--- src/design/imusrq_pkg.sv ---
// Shared types and constants of the IMU sample ring queue.
package imusrq_pkg;

   // Default number of entries held by the queue.
   localparam int unsigned DEPTH_DEFAULT = 16;

   // Width of the result fill level field.
   localparam int unsigned FILL_W = 5;

   // Item kind carried on the request tuser bit.
   localparam logic MODE_PUSH = 1'b0;
   localparam logic MODE_POP  = 1'b1;

   // Result status codes carried on the response tuser bits.
   typedef enum logic [1:0] {
      STAT_PUSHED   = 2'd0,
      STAT_REJECTED = 2'd1,
      STAT_POPPED   = 2'd2,
      STAT_EMPTY    = 2'd3
   } status_type;

   // One stored sample. The first declared member sits in the highest bits, so the
   // accelerometer x axis lands in bits 15:0.
   typedef struct packed {
      logic        [31:0] arrival;
      logic               stamp_ok;
      logic        [23:0] stamp;
      logic signed [15:0] gyro_z;
      logic signed [15:0] gyro_y;
      logic signed [15:0] gyro_x;
      logic signed [15:0] accel_z;
      logic signed [15:0] accel_y;
      logic signed [15:0] accel_x;
   } entry_type;

   localparam int unsigned ENTRY_W = $bits(entry_type);

   // Beat widths, padded to whole bytes.
   localparam int unsigned REQ_DATA_W = ((ENTRY_W + 7) / 8) * 8;
   localparam int unsigned RSP_DATA_W = ((ENTRY_W + FILL_W + 1 + 7) / 8) * 8;

   // Commands from the controller to the datapath.
   typedef struct packed {
      logic capture;   // latch the request beat
      logic execute;   // apply the held item to the queue and load the result
   } cmd_type;

endpackage

--- src/design/imusrq_ctrl.sv ---
// Controller of the IMU sample ring queue: request and response handshakes.
module imusrq_ctrl (
   input  logic              clock,
   input  logic              reset,
   input  logic              req_tvalid,
   output logic              req_tready,
   output logic              rsp_tvalid,
   input  logic              rsp_tready,
   output imusrq_pkg::cmd_type cmd
);

   typedef enum logic [1:0] {
      ST_IDLE = 2'b01,
      ST_EXEC = 2'b10
   } state_type;

   state_type state_ff;
   state_type state_in;
   logic      rsp_valid_ff;
   logic      rsp_valid_in;
   logic      slot_free;

   // The result register may be reloaded when it is empty or being emptied.
   assign slot_free = !rsp_valid_ff || rsp_tready;

   // Next state and commands.
   always_comb begin
      state_in    = state_ff;
      req_tready  = 1'b0;
      cmd.capture = 1'b0;
      cmd.execute = 1'b0;
      unique case (state_ff)
         ST_IDLE: begin
            req_tready  = 1'b1;
            cmd.capture = req_tvalid;
            if (req_tvalid) begin
               state_in = ST_EXEC;
            end
         end
         ST_EXEC: begin
            if (slot_free) begin
               cmd.execute = 1'b1;
               state_in    = ST_IDLE;
            end
         end
         default: begin
            state_in = ST_IDLE;
         end
      endcase
   end

   // The response is valid from the load until the beat is taken.
   always_comb begin
      rsp_valid_in = rsp_valid_ff;
      if (cmd.execute) begin
         rsp_valid_in = 1'b1;
      end else if (rsp_tready) begin
         rsp_valid_in = 1'b0;
      end
   end

   always_ff @(posedge clock) begin
      if (reset) begin
         state_ff     <= ST_IDLE;
         rsp_valid_ff <= 1'b0;
      end else begin
         state_ff     <= state_in;
         rsp_valid_ff <= rsp_valid_in;
      end
   end

   assign rsp_tvalid = rsp_valid_ff;

   // A result is never loaded over one that is still waiting.
   a_no_overwrite: assert property (@(posedge clock) disable iff (reset)
      cmd.execute |-> (!rsp_valid_ff || rsp_tready))
      else $error("result loaded over a waiting response");

   // Every accepted beat is executed before the next one is accepted.
   a_one_in_flight: assert property (@(posedge clock) disable iff (reset)
      cmd.capture |=> !req_tready)
      else $error("second beat accepted before execution");

   // Each execution produces a valid response in the next cycle.
   a_exec_gives_rsp: assert property (@(posedge clock) disable iff (reset)
      cmd.execute |=> rsp_tvalid)
      else $error("execution without a response");

endmodule

--- src/design/imusrq_dpath.sv ---
// Datapath of the IMU sample ring queue: sample store, pointers and result register.
module imusrq_dpath #(
   parameter int unsigned QUEUE_DEPTH = imusrq_pkg::DEPTH_DEFAULT
) (
   input  logic                                clock,
   input  logic                                reset,
   input  imusrq_pkg::cmd_type                 cmd,
   input  logic [imusrq_pkg::REQ_DATA_W-1:0]   req_tdata,
   input  logic                                req_tuser,
   output logic [imusrq_pkg::RSP_DATA_W-1:0]   rsp_tdata,
   output logic [1:0]                          rsp_tuser
);

   localparam int unsigned PTR_W = (QUEUE_DEPTH > 1) ? $clog2(QUEUE_DEPTH) : 1;
   localparam int unsigned CNT_W = $clog2(QUEUE_DEPTH + 1);
   localparam int unsigned PAD_W = imusrq_pkg::RSP_DATA_W - imusrq_pkg::ENTRY_W
                                   - imusrq_pkg::FILL_W - 1;

   // Held request.
   imusrq_pkg::entry_type item_ff;
   logic                  mode_ff;

   // Queue control.
   logic [PTR_W-1:0] head_ff, head_in;
   logic [PTR_W-1:0] tail_ff, tail_in;
   logic [CNT_W-1:0] count_ff, count_in;

   // Sample store.
   logic [imusrq_pkg::ENTRY_W-1:0] entry_ram_ff [QUEUE_DEPTH];

   // Result register.
   imusrq_pkg::entry_type           entry_rd_ff;
   imusrq_pkg::status_type          status_ff, status_in;
   logic                            dropped_ff, dropped_in;
   logic [imusrq_pkg::FILL_W-1:0]   fill_ff;
   logic [31:0]                     fill_ext;

   logic all_zero;
   logic is_full;
   logic wr_en;
   logic rd_en;

   // Latch the request beat.
   always_ff @(posedge clock) begin
      if (cmd.capture) begin
         item_ff <= imusrq_pkg::entry_type'(req_tdata[imusrq_pkg::ENTRY_W-1:0]);
         mode_ff <= req_tuser;
      end
   end

   assign all_zero = (item_ff.accel_x == '0) && (item_ff.accel_y == '0) &&
                     (item_ff.accel_z == '0) && (item_ff.gyro_x == '0) &&
                     (item_ff.gyro_y == '0) && (item_ff.gyro_z == '0);
   assign is_full  = (count_ff == CNT_W'(QUEUE_DEPTH));

   // Decide the operation and the next pointer values.
   always_comb begin
      head_in    = head_ff;
      tail_in    = tail_ff;
      count_in   = count_ff;
      wr_en      = 1'b0;
      rd_en      = 1'b0;
      dropped_in = 1'b0;
      status_in  = imusrq_pkg::STAT_REJECTED;
      if (mode_ff == imusrq_pkg::MODE_PUSH) begin
         if (!all_zero) begin
            status_in = imusrq_pkg::STAT_PUSHED;
            wr_en     = cmd.execute;
            tail_in   = (tail_ff == PTR_W'(QUEUE_DEPTH - 1)) ? '0 : tail_ff + 1'b1;
            if (is_full) begin
               // The oldest entry makes way; the count stays at the depth.
               dropped_in = 1'b1;
               head_in    = (head_ff == PTR_W'(QUEUE_DEPTH - 1)) ? '0 : head_ff + 1'b1;
            end else begin
               count_in = count_ff + 1'b1;
            end
         end
      end else begin
         if (count_ff == '0) begin
            status_in = imusrq_pkg::STAT_EMPTY;
         end else begin
            status_in = imusrq_pkg::STAT_POPPED;
            rd_en     = cmd.execute;
            head_in   = (head_ff == PTR_W'(QUEUE_DEPTH - 1)) ? '0 : head_ff + 1'b1;
            count_in  = count_ff - 1'b1;
         end
      end
   end

   always_ff @(posedge clock) begin
      if (reset) begin
         head_ff  <= '0;
         tail_ff  <= '0;
         count_ff <= '0;
      end else if (cmd.execute) begin
         head_ff  <= head_in;
         tail_ff  <= tail_in;
         count_ff <= count_in;
      end
   end

   // Store write port.
   always_ff @(posedge clock) begin
      if (wr_en) begin
         entry_ram_ff[tail_ff] <= item_ff;
      end
   end

   // Store read port; the read data register is the result payload, zero unless popped.
   always_ff @(posedge clock) begin
      if (cmd.execute) begin
         if (rd_en) begin
            entry_rd_ff <= imusrq_pkg::entry_type'(entry_ram_ff[head_ff]);
         end else begin
            entry_rd_ff <= '0;
         end
      end
   end

   // Low bits of the count after the item.
   assign fill_ext = 32'(count_in);

   always_ff @(posedge clock) begin
      if (cmd.execute) begin
         status_ff  <= status_in;
         dropped_ff <= dropped_in;
         fill_ff    <= fill_ext[imusrq_pkg::FILL_W-1:0];
      end
   end

   assign rsp_tdata = {{PAD_W{1'b0}}, entry_rd_ff, fill_ff, dropped_ff};
   assign rsp_tuser = status_ff;

   // The count never exceeds the depth.
   a_count_range: assert property (@(posedge clock) disable iff (reset)
      count_ff <= CNT_W'(QUEUE_DEPTH))
      else $error("entry count above queue depth");

   // An empty or full queue has its pointers together.
   a_ptr_meet: assert property (@(posedge clock) disable iff (reset)
      (count_ff == '0 || is_full) |-> head_ff == tail_ff)
      else $error("pointers apart on empty or full queue");

   // Dropping the oldest entry only happens on a push that leaves the queue full.
   a_drop_full: assert property (@(posedge clock) disable iff (reset)
      ($past(cmd.execute) && !$past(reset) && dropped_ff) |->
      (is_full && status_ff == imusrq_pkg::STAT_PUSHED))
      else $error("drop flag without a full queue");

endmodule

--- src/design/imu_sample_ring_queue.sv ---
// Top level of the IMU sample ring queue.
//
// A ring queue of six-axis IMU samples that drops its oldest entry when full.
// Request beats arrive on req_*: tuser selects push (0) or pop (1), tdata
// carries the sample. Each request yields exactly one response beat on rsp_*:
// tuser holds the status (pushed, rejected all-zero sample, popped, empty) and
// tdata holds the drop flag, the fill level and, for a pop, the oldest sample.
// A push whose six axes are all zero is rejected and leaves the queue as it is.
// An accepted beat is executed once the response register is free, and its
// response is loaded into that register by the execution.
// For each item the controller accepts, then executes with a single store
// access; it takes the next beat while a response still waits.
// If the receiver stalls, the response is held and the next request waits in
// the execute step until the response register is free.
// Reset empties the queue at once (pointers and count cleared); no clearing
// pass is needed, as stored samples are only read after being written.
module imu_sample_ring_queue #(
   parameter int unsigned QUEUE_DEPTH = imusrq_pkg::DEPTH_DEFAULT
) (
   input  logic                              clock,
   input  logic                              reset,
   input  logic                              req_tvalid,
   output logic                              req_tready,
   // accel_x, accel_y, accel_z, gyro_x, gyro_y, gyro_z, stamp_in,
   // stamp_ok_in, arrival_in, zero fill
   input  logic [imusrq_pkg::REQ_DATA_W-1:0] req_tdata,
   // mode
   input  logic                              req_tuser,
   output logic                              rsp_tvalid,
   input  logic                              rsp_tready,
   // dropped_oldest, fill_level, out_accel_x, out_accel_y, out_accel_z,
   // out_gyro_x, out_gyro_y, out_gyro_z, stamp_out, stamp_ok_out,
   // arrival_out, zero fill
   output logic [imusrq_pkg::RSP_DATA_W-1:0] rsp_tdata,
   // status
   output logic [1:0]                        rsp_tuser
);

   imusrq_pkg::cmd_type cmd;

   // Handshake sequencing.
   imusrq_ctrl u_ctrl (
      .clock      (clock),
      .reset      (reset),
      .req_tvalid (req_tvalid),
      .req_tready (req_tready),
      .rsp_tvalid (rsp_tvalid),
      .rsp_tready (rsp_tready),
      .cmd        (cmd)
   );

   // Queue storage and result formation.
   imusrq_dpath #(
      .QUEUE_DEPTH (QUEUE_DEPTH)
   ) u_dpath (
      .clock     (clock),
      .reset     (reset),
      .cmd       (cmd),
      .req_tdata (req_tdata),
      .req_tuser (req_tuser),
      .rsp_tdata (rsp_tdata),
      .rsp_tuser (rsp_tuser)
   );

endmodule

--- config.mk ---
export PLATFORM = sky130hd
export DESIGN_NAME = imu_sample_ring_queue
export DESIGN_NICKNAME = d
export VERILOG_FILES = /design/src/design/imusrq_pkg.sv /design/src/design/imusrq_ctrl.sv /design/src/design/imusrq_dpath.sv /design/src/design/imu_sample_ring_queue.sv
export SDC_FILE = /design/constraint.sdc
export NUM_CORES = 2
export LEC_CHECK = 0
export ABC_CLOCK_PERIOD_IN_PS = 12600
export BUFFER_PORTS_ARGS = -buffer_cell sky130_fd_sc_hd__buf_2
export CORE_UTILIZATION = 45
export CTS_CLUSTER_SIZE = 25
export DETAILED_ROUTE_END_ITERATION = 8
export GPL_TIMING_DRIVEN = 0
export PLACE_DENSITY = 0.73
export SYNTH_ARGS = -nofsm -noshare
export SYNTH_HDL_FRONTEND = slang
export SYNTH_SLANG_ARGS = --single-unit
--- constraint.sdc ---
create_clock -name clock -period 12.6 [get_ports clock]
set_input_delay 1.26 -clock clock [delete_from_list [all_inputs] [get_ports clock]]
set_output_delay 1.26 -clock clock [all_outputs]
set_load 0.01 [all_outputs]
## Word level (Yosys, flattened, before mapping)

Memory sizes are Yosys's and may differ from the RTL's. A register that Yosys moved wholly into a read port is not among the register bits.
Index checks and enable logic that the tools add are counted.

| operators by class | value |
|---|---|
| reduce and logical (&&, ||, !) cells | 21 |
| mux-type cells | 29 |
| eq/ne operators | 9 |
| $add $sub $neg | 4 |
| bitwise operators | 2 |

Operators by type and width:

| operator | number |
|---|---|
| zero test 16 bit | 6 |
| two-way mux 4 bit | 6 |
| two-way mux 5 bit | 4 |
| two-way mux 1 bit | 15 |
| adder 4 x 1 -> 4 bit (second input constant) | 2 |
| equality test 4 bit (second input constant) | 2 |
| two-way mux 2 bit | 3 |
| adder 5 x 1 -> 5 bit (second input constant) | 1 |
| equality test 5 bit (second input constant) | 1 |
| logical AND 1 bit | 5 |
| zero test 5 bit | 1 |
| subtractor 5 x 1 -> 5 bit (second input constant) | 1 |
| inequality test 2 x 1 -> 1 bit (second input constant) | 2 |
| inequality test 2 bit (second input constant) | 2 |
| case mux 2 bit (2 select lines) | 1 |
| AND reduction 4 bit | 1 |
| nonzero test 2 bit | 2 |
| AND reduction 3 bit | 1 |
| equality test 2 x 1 -> 1 bit (second input constant) | 1 |
| equality test 2 bit (second input constant) | 1 |
| zero test 1 bit | 2 |
| inverter 1 bit | 2 |
| AND reduction 2 bit | 1 |
| OR reduction 2 bit | 1 |
| logical OR 1 bit | 1 |

| word-level totals | value |
|---|---|
| flip-flop bits (word level) | 178 |
| bits of input ports | 165 |
| bits in writable memories | 2,448 |
| output and inout port bits | 164 |
| memories kept | 1 |

Memories:

| memory | words | width | read ports | clocked after memory_dff | wr ports | RTL line | RTL |
|---|---|---|---|---|---|---|---|
| u_dpath.entry_ram_ff | 16 | 153 | 1 | 1 | 1 | imusrq_dpath.sv:29 | `logic [imusrq_pkg::ENTRY_W-1:0] entry_ram_ff [QUEUE_DEPTH];` |

## Logic depth before layout (Yosys ltp)

| logic depth | value |
|---|---|
| depth in word-level cells | 10 |
| mapped depth | 8 |
| gate-level depth less buffers | 8 |

## Hierarchy

Synthesis repeated with hierarchy kept, for this count alone.

| unflattened totals | value |
|---|---|
| cell total of the unflattened synthesis | 4,080 |
| area total of the unflattened synthesis | 103,578.1 µm² |

Modules (own cells, without submodules):

| module | cells each | area an instance (µm²) | sequential area each (µm²) | times used |
|---|---|---|---|---|
| imusrq_dpath | 4,067 | 103,441.7 | 83,229.8 | 1 |
| imusrq_ctrl | 13 | 136.4 | 60.1 | 1 |

## Worst setup path after synthesis

Ideal clock, no wire load.

| timing path | value |
|---|---|
| path kind | input to register |
| start point | input rsp_tready |
| end point | memory u_dpath.entry_ram_ff[3][0] in the netlist's numbering (enable) |
| path slack | -486 ps |
| stages on the path | 5 |
| required time | 11,747 ps |
| arrival time | 12,234 ps |
| buffers on the path | 0 |
| path through | nand2b_1 nand2_1 a211oi_1 nand2_1 nor3_1 |

| between the ends | value |
|---|---|
| word-level cells in the longest chain between the ends | 7 |

RTL lines:

| what | RTL line | RTL |
|---|---|---|
| start: declaration | imu_sample_ring_queue.sv:30 | `input logic rsp_tready,` |
| logical OR 1 bit | imusrq_ctrl.sv:24 | `assign slot_free = !rsp_valid_ff \|\| rsp_tready;` |
| two-way mux 1 bit | imusrq_ctrl.sv:41 | `if (slot_free) begin` |
| two-way mux 1 bit | imusrq_ctrl.sv:32 | `unique case (state_ff)` |
| two-way mux 1 bit | imusrq_dpath.sv:66 | `if (!all_zero) begin` |
| two-way mux 1 bit | imusrq_dpath.sv:65 | `if (mode_ff == imusrq_pkg::MODE_PUSH) begin` |
| two-way mux 1 bit | imusrq_dpath.sv:104 | `if (wr_en) begin` |
| two-way mux 1 bit (not written as such) | imusrq_dpath.sv:105 | `entry_ram_ff[tail_ff] <= item_ff;` |
| end: declaration | imusrq_dpath.sv:29 |  |

No other way between the ends.

## Worst setup path after layout

| timing path | value |
|---|---|
| start point | register u_dpath.item_ff[5] in the netlist's numbering |
| end point | memory u_dpath.entry_ram_ff[5][65] in the netlist's numbering (enable) |

| between the ends | value |
|---|---|
| word-level cells in the longest chain between the ends | 10 |

RTL lines:

| what | RTL line | RTL |
|---|---|---|
| start: declaration | imusrq_dpath.sv:20 | `imusrq_pkg::entry_type item_ff;` |
| start signal: assignment | imusrq_dpath.sv:46 | `item_ff <= imusrq_pkg::entry_type'(req_tdata[imusrq_pkg::ENTRY_W-1:0]);` |
| zero test 16 bit | imusrq_dpath.sv:51 | `assign all_zero = (item_ff.accel_x == '0) && (item_ff.accel_y == '0) &&` |
| logical AND 1 bit (2 in a row) | imusrq_dpath.sv:51 |  |
| logical AND 1 bit (2 in a row) | imusrq_dpath.sv:52 | `(item_ff.accel_z == '0) && (item_ff.gyro_x == '0) &&` |
| logical AND 1 bit | imusrq_dpath.sv:53 | `(item_ff.gyro_y == '0) && (item_ff.gyro_z == '0);` |
| two-way mux 1 bit | imusrq_dpath.sv:66 |  |
| two-way mux 1 bit | imusrq_dpath.sv:65 |  |
| two-way mux 1 bit | imusrq_dpath.sv:104 |  |
| two-way mux 1 bit (not written as such) | imusrq_dpath.sv:105 |  |

No other way between the ends.

==> summary.md <==
| Metric | Value |
|---|---|
| Worst-path fanout max | `41` |
| Max Transition Viols Final | `11` |
| Failing checks | `max-capacitance violations, max-slew violations` |
| Core box area | `about 230000 um^2` |
| Design area | `about 120000 um^2` |
| Max-Cap Viols | `2` |
| Final hold viol count | `0` |
| RePlAce Congestion | `0.756` |
| Reg clk slew, reported paths | `~0.07 ns` |
| Switch share | `slightly below 20%` |
| Ys async rst share | `0%` |
| DR vias/cell | `slightly above 6` |
| Layout area overhead | `15.7%` |
| Synth Register Bits | `between 2000 and 3000` |
| RSZ-0062 raised after global routing | `no` |
| Post-CTS setup buffer count | `0` |
| ANT nets after route | `0` |
| Num CTS Buffers | `approximately 280` |
| Largest cells by area after synthesis | `edfxtp_1, mux4_2, and3_1` |
| Share of cells above drive strength 1 | `32.7%` |
| GRT Util Overall | `roughly 23%` |
| P_sw | `approximately 3.6 mW` |
| Row cnt | `between 150 and 200` |
| Sequential Power Share | `56.0%` |
| Post-cts sizing count | `0` |
| Worst R2R Setup Slack | `between 7 and 8 ns` |
| Register area share after synthesis | `between 80% and 90%` |
| Clk pwr share | `a little over two fifths` |
| Sink Count | `2779` |
| DP Area | `between 100000 and 150000 um^2` |
| Residual DRC | `0` |
| Maximum VDD drop | `approximately 0.13 mV` |
| Clk Latency, worst-skew pair | `0.92 ns` |
| Pin count of the biggest net entering global routing | `55` |
| Number of synthesized flops with an enable pin | `2763` |
| CP endpoint kind | `flop` |
| WL final | `between 200000 and 300000 um` |
| Final cell utilization of the core | `a little over half` |
| Count leader, synth | `edfxtp_1` |
| Clock Path Buffers | `4` |
| Final #Nets | `approximately 5000` |
| Internal power | `14.9 mW` |
| Power per cell area | `roughly 150 nW/um^2` |
| Ports | `329` |
| CTS tree | `yes` |
| Detailed-placement wirelength estimate | `approximately 150000 um` |
| GRT Residual Overflow | `0` |
| Synth top cells by count | `edfxtp_1, mux4_2, and3_1, clkbuf_1, buf_2` |
| Tot Pwr | `18.5 mW` |
| Vias in the first global route | `between 40000 and 50000` |
| Dpl ws | `~7.5 ns` |
| Hold/Removal Path Class | `in2reg` |
| Syn Nets | `between 4000 and 5000` |
| Cell at the root of the clock tree | `clkbuf_16` |
| Relative slew margins | `-1.57%` |
| Die Ht | `~480 um` |
| CP Class | `reg2reg` |
| Die Wd | `482 um` |
| Layout Skew | `between 0.05 and 0.06 ns` |
| Synth Cell Area | `roughly 100000 um^2` |
| Die area | `approximately 230000 um^2` |
| Via count | `~48000` |
| Starting DRT DRC Count | `about 6600` |
| First-pass GRT wire length | `around 360000 um` |
| Hold Buf Count CTS | `0` |
| Drt pass-1 iters | `6` |
| Mapped Avg Cell Area | `roughly 25 um^2` |
| H-tree Lvls | `5` |
| Port bufs | `319` |
| Leading register cell type out of synthesis | `edfxtp_1` |
| WL/cell | `about 33 um` |
| Initial Utilization | `~45%` |
| Outcome | `finished, violations left` |
| Top cell type's share of synthesized area | `80.0%` |
| Post-Synthesis Cells | `just over 4000` |
| Startpoint Class | `flop` |
| Final worst slack | `7.23 ns` |
| Worst path required time | `~13 ns` |
| Initial antenna violation count | `21` |
| Fmax | `between 150 and 200 MHz` |
| P_leak | `37.5 nW` |
| Final setup viols | `0` |
| Tcrit/Tclk final | `a little over two fifths` |
| Warnings, synthesis | `0` |
| Minimum clock period | `roughly 5.4 ns` |
| Yosys cell types | `45` |
| Combinational Power Share | `less than 1%` |
| Synth area leader | `edfxtp_1` |
| Least-Margin Pin Slew | `1.52 ns` |
| WP data arrival | `~6 ns` |
-- per-stage QoR --
stage	setup TNS [ns]	std cells	hold WS, ns
2_1_floorplan	0	4092	0.424
3_3_place_gp	-1506.89	7420	0.510
3_5_place_dp	0	7506	0.513
4_1_cts	0	7981	0.455
5_1_grt	0	7990	0.465
6_report	0	7991	0.510
-- flip-flops by register name (all words and copies together), names as in the netlist --
signal / flops
u_dpath.entry_ram_ff: 2448
u_dpath.item_ff: 153
u_dpath.rsp_tdata: 153
u_dpath.count_ff: 5
u_dpath.fill_ff: 5
u_dpath.head_ff: 4
u_dpath.tail_ff: 4
u_ctrl.state_ff: 2
u_dpath.rsp_tuser: 2
u_ctrl.rsp_tvalid: 1
u_dpath.dropped_ff: 1
u_dpath.mode_ff: 1
-- final timing paths --
path	from	to	cells after the start
max reg2reg	u_dpath.item_ff[5]	u_dpath.entry_ram_ff[5][65]	9
max	u_dpath.item_ff[5]	u_dpath.entry_ram_ff[5][65]	9
min	req_tdata[94]	u_dpath.item_ff[94]	1
min reg2reg	u_ctrl.state_ff[1]	u_ctrl.rsp_tvalid	2
-- power groups by stage --
stage               combinational, mW  sequential (mW)  clock, mW
finish                          0.134             10.4       8.02
global route                    0.142             10.4       8.44
CTS                             0.138             10.4       8.09
detailed placement              0.137             10.6          0
global placement                0.125             10.6          0
floorplan                      0.0435             10.5          0
-- layout by cell type (no fill, tap or decap), types with 4 or more instances in the layout --
master      count
edfxtp_1     2763
mux4_2        765
buf_2         360
clkbuf_16     287
clkbuf_1      169
and3_1        156
buf_16         66
clkinv_1       62
clkinv_2       33
buf_6          28
buf_1          28
nor4_1         27
bufinv_16      24
nor2_1         16
a21oi_1        16
dfxtp_1        16
and3_4         14
nand2_1        11
buf_12         11
inv_1          10
clkinvlp_4     10
diode_2         9
o21ai_0         9
buf_8           9
nor2b_1         7
ha_1            7
mux2i_1         6
a31oi_1         5
inv_6           5
nand3_1         4
clkbuf_2        4
-- critical path: stages (launching register included) --
cell and delay, ns:
edfxtp_1 0.61, nor4_1 1.26, nand4_1 0.46, nor4_4 0.72, a211oi_1 0.22, clkbuf_1 0.30, clkbuf_1 0.30, and3_4 0.48
buf_16 0.35, buf_16 0.25
-- per-layer routing --
layer	up-vias	wire length [um]	GRT usage (%)
met5	-	0	0
met4	0	9370	8.26
met3	502	28800	6.01
met2	3096	127000	36.0
met1	25438	96600	29.9
li1	19196	-	-
-- area by class of cell --
type	instances	area, um^2
Multi-Input combinational cell	1085	19400
Inverter	10	37.5
Fill cell	17002	108000
Sequential cell	2779	83300
Clock inverter	134	1240
Timing Repair Buffer	406	3770
Clock buffer	341	7380
Tap cell	3009	3760
Buffer	218	1090
Antenna cell	9	22.5
-- cell families (layout without fill, tap and decap cells) --
kind of cell    after synthesis  count (layout)  synth area share [%]
flops                      2779            2779                  80.3
mux                         773             773                  16.7
simple gates                256             256                  1.50
buf+inv                     228            1109                  1.08
compound gates               45              45                 0.272
fa+ha+maj                     7               7                0.0845
xor+xnor                      3               3                0.0253
other cells                   1              10               0.00362
No activity file was read; power rests on OpenSTA's default activity.
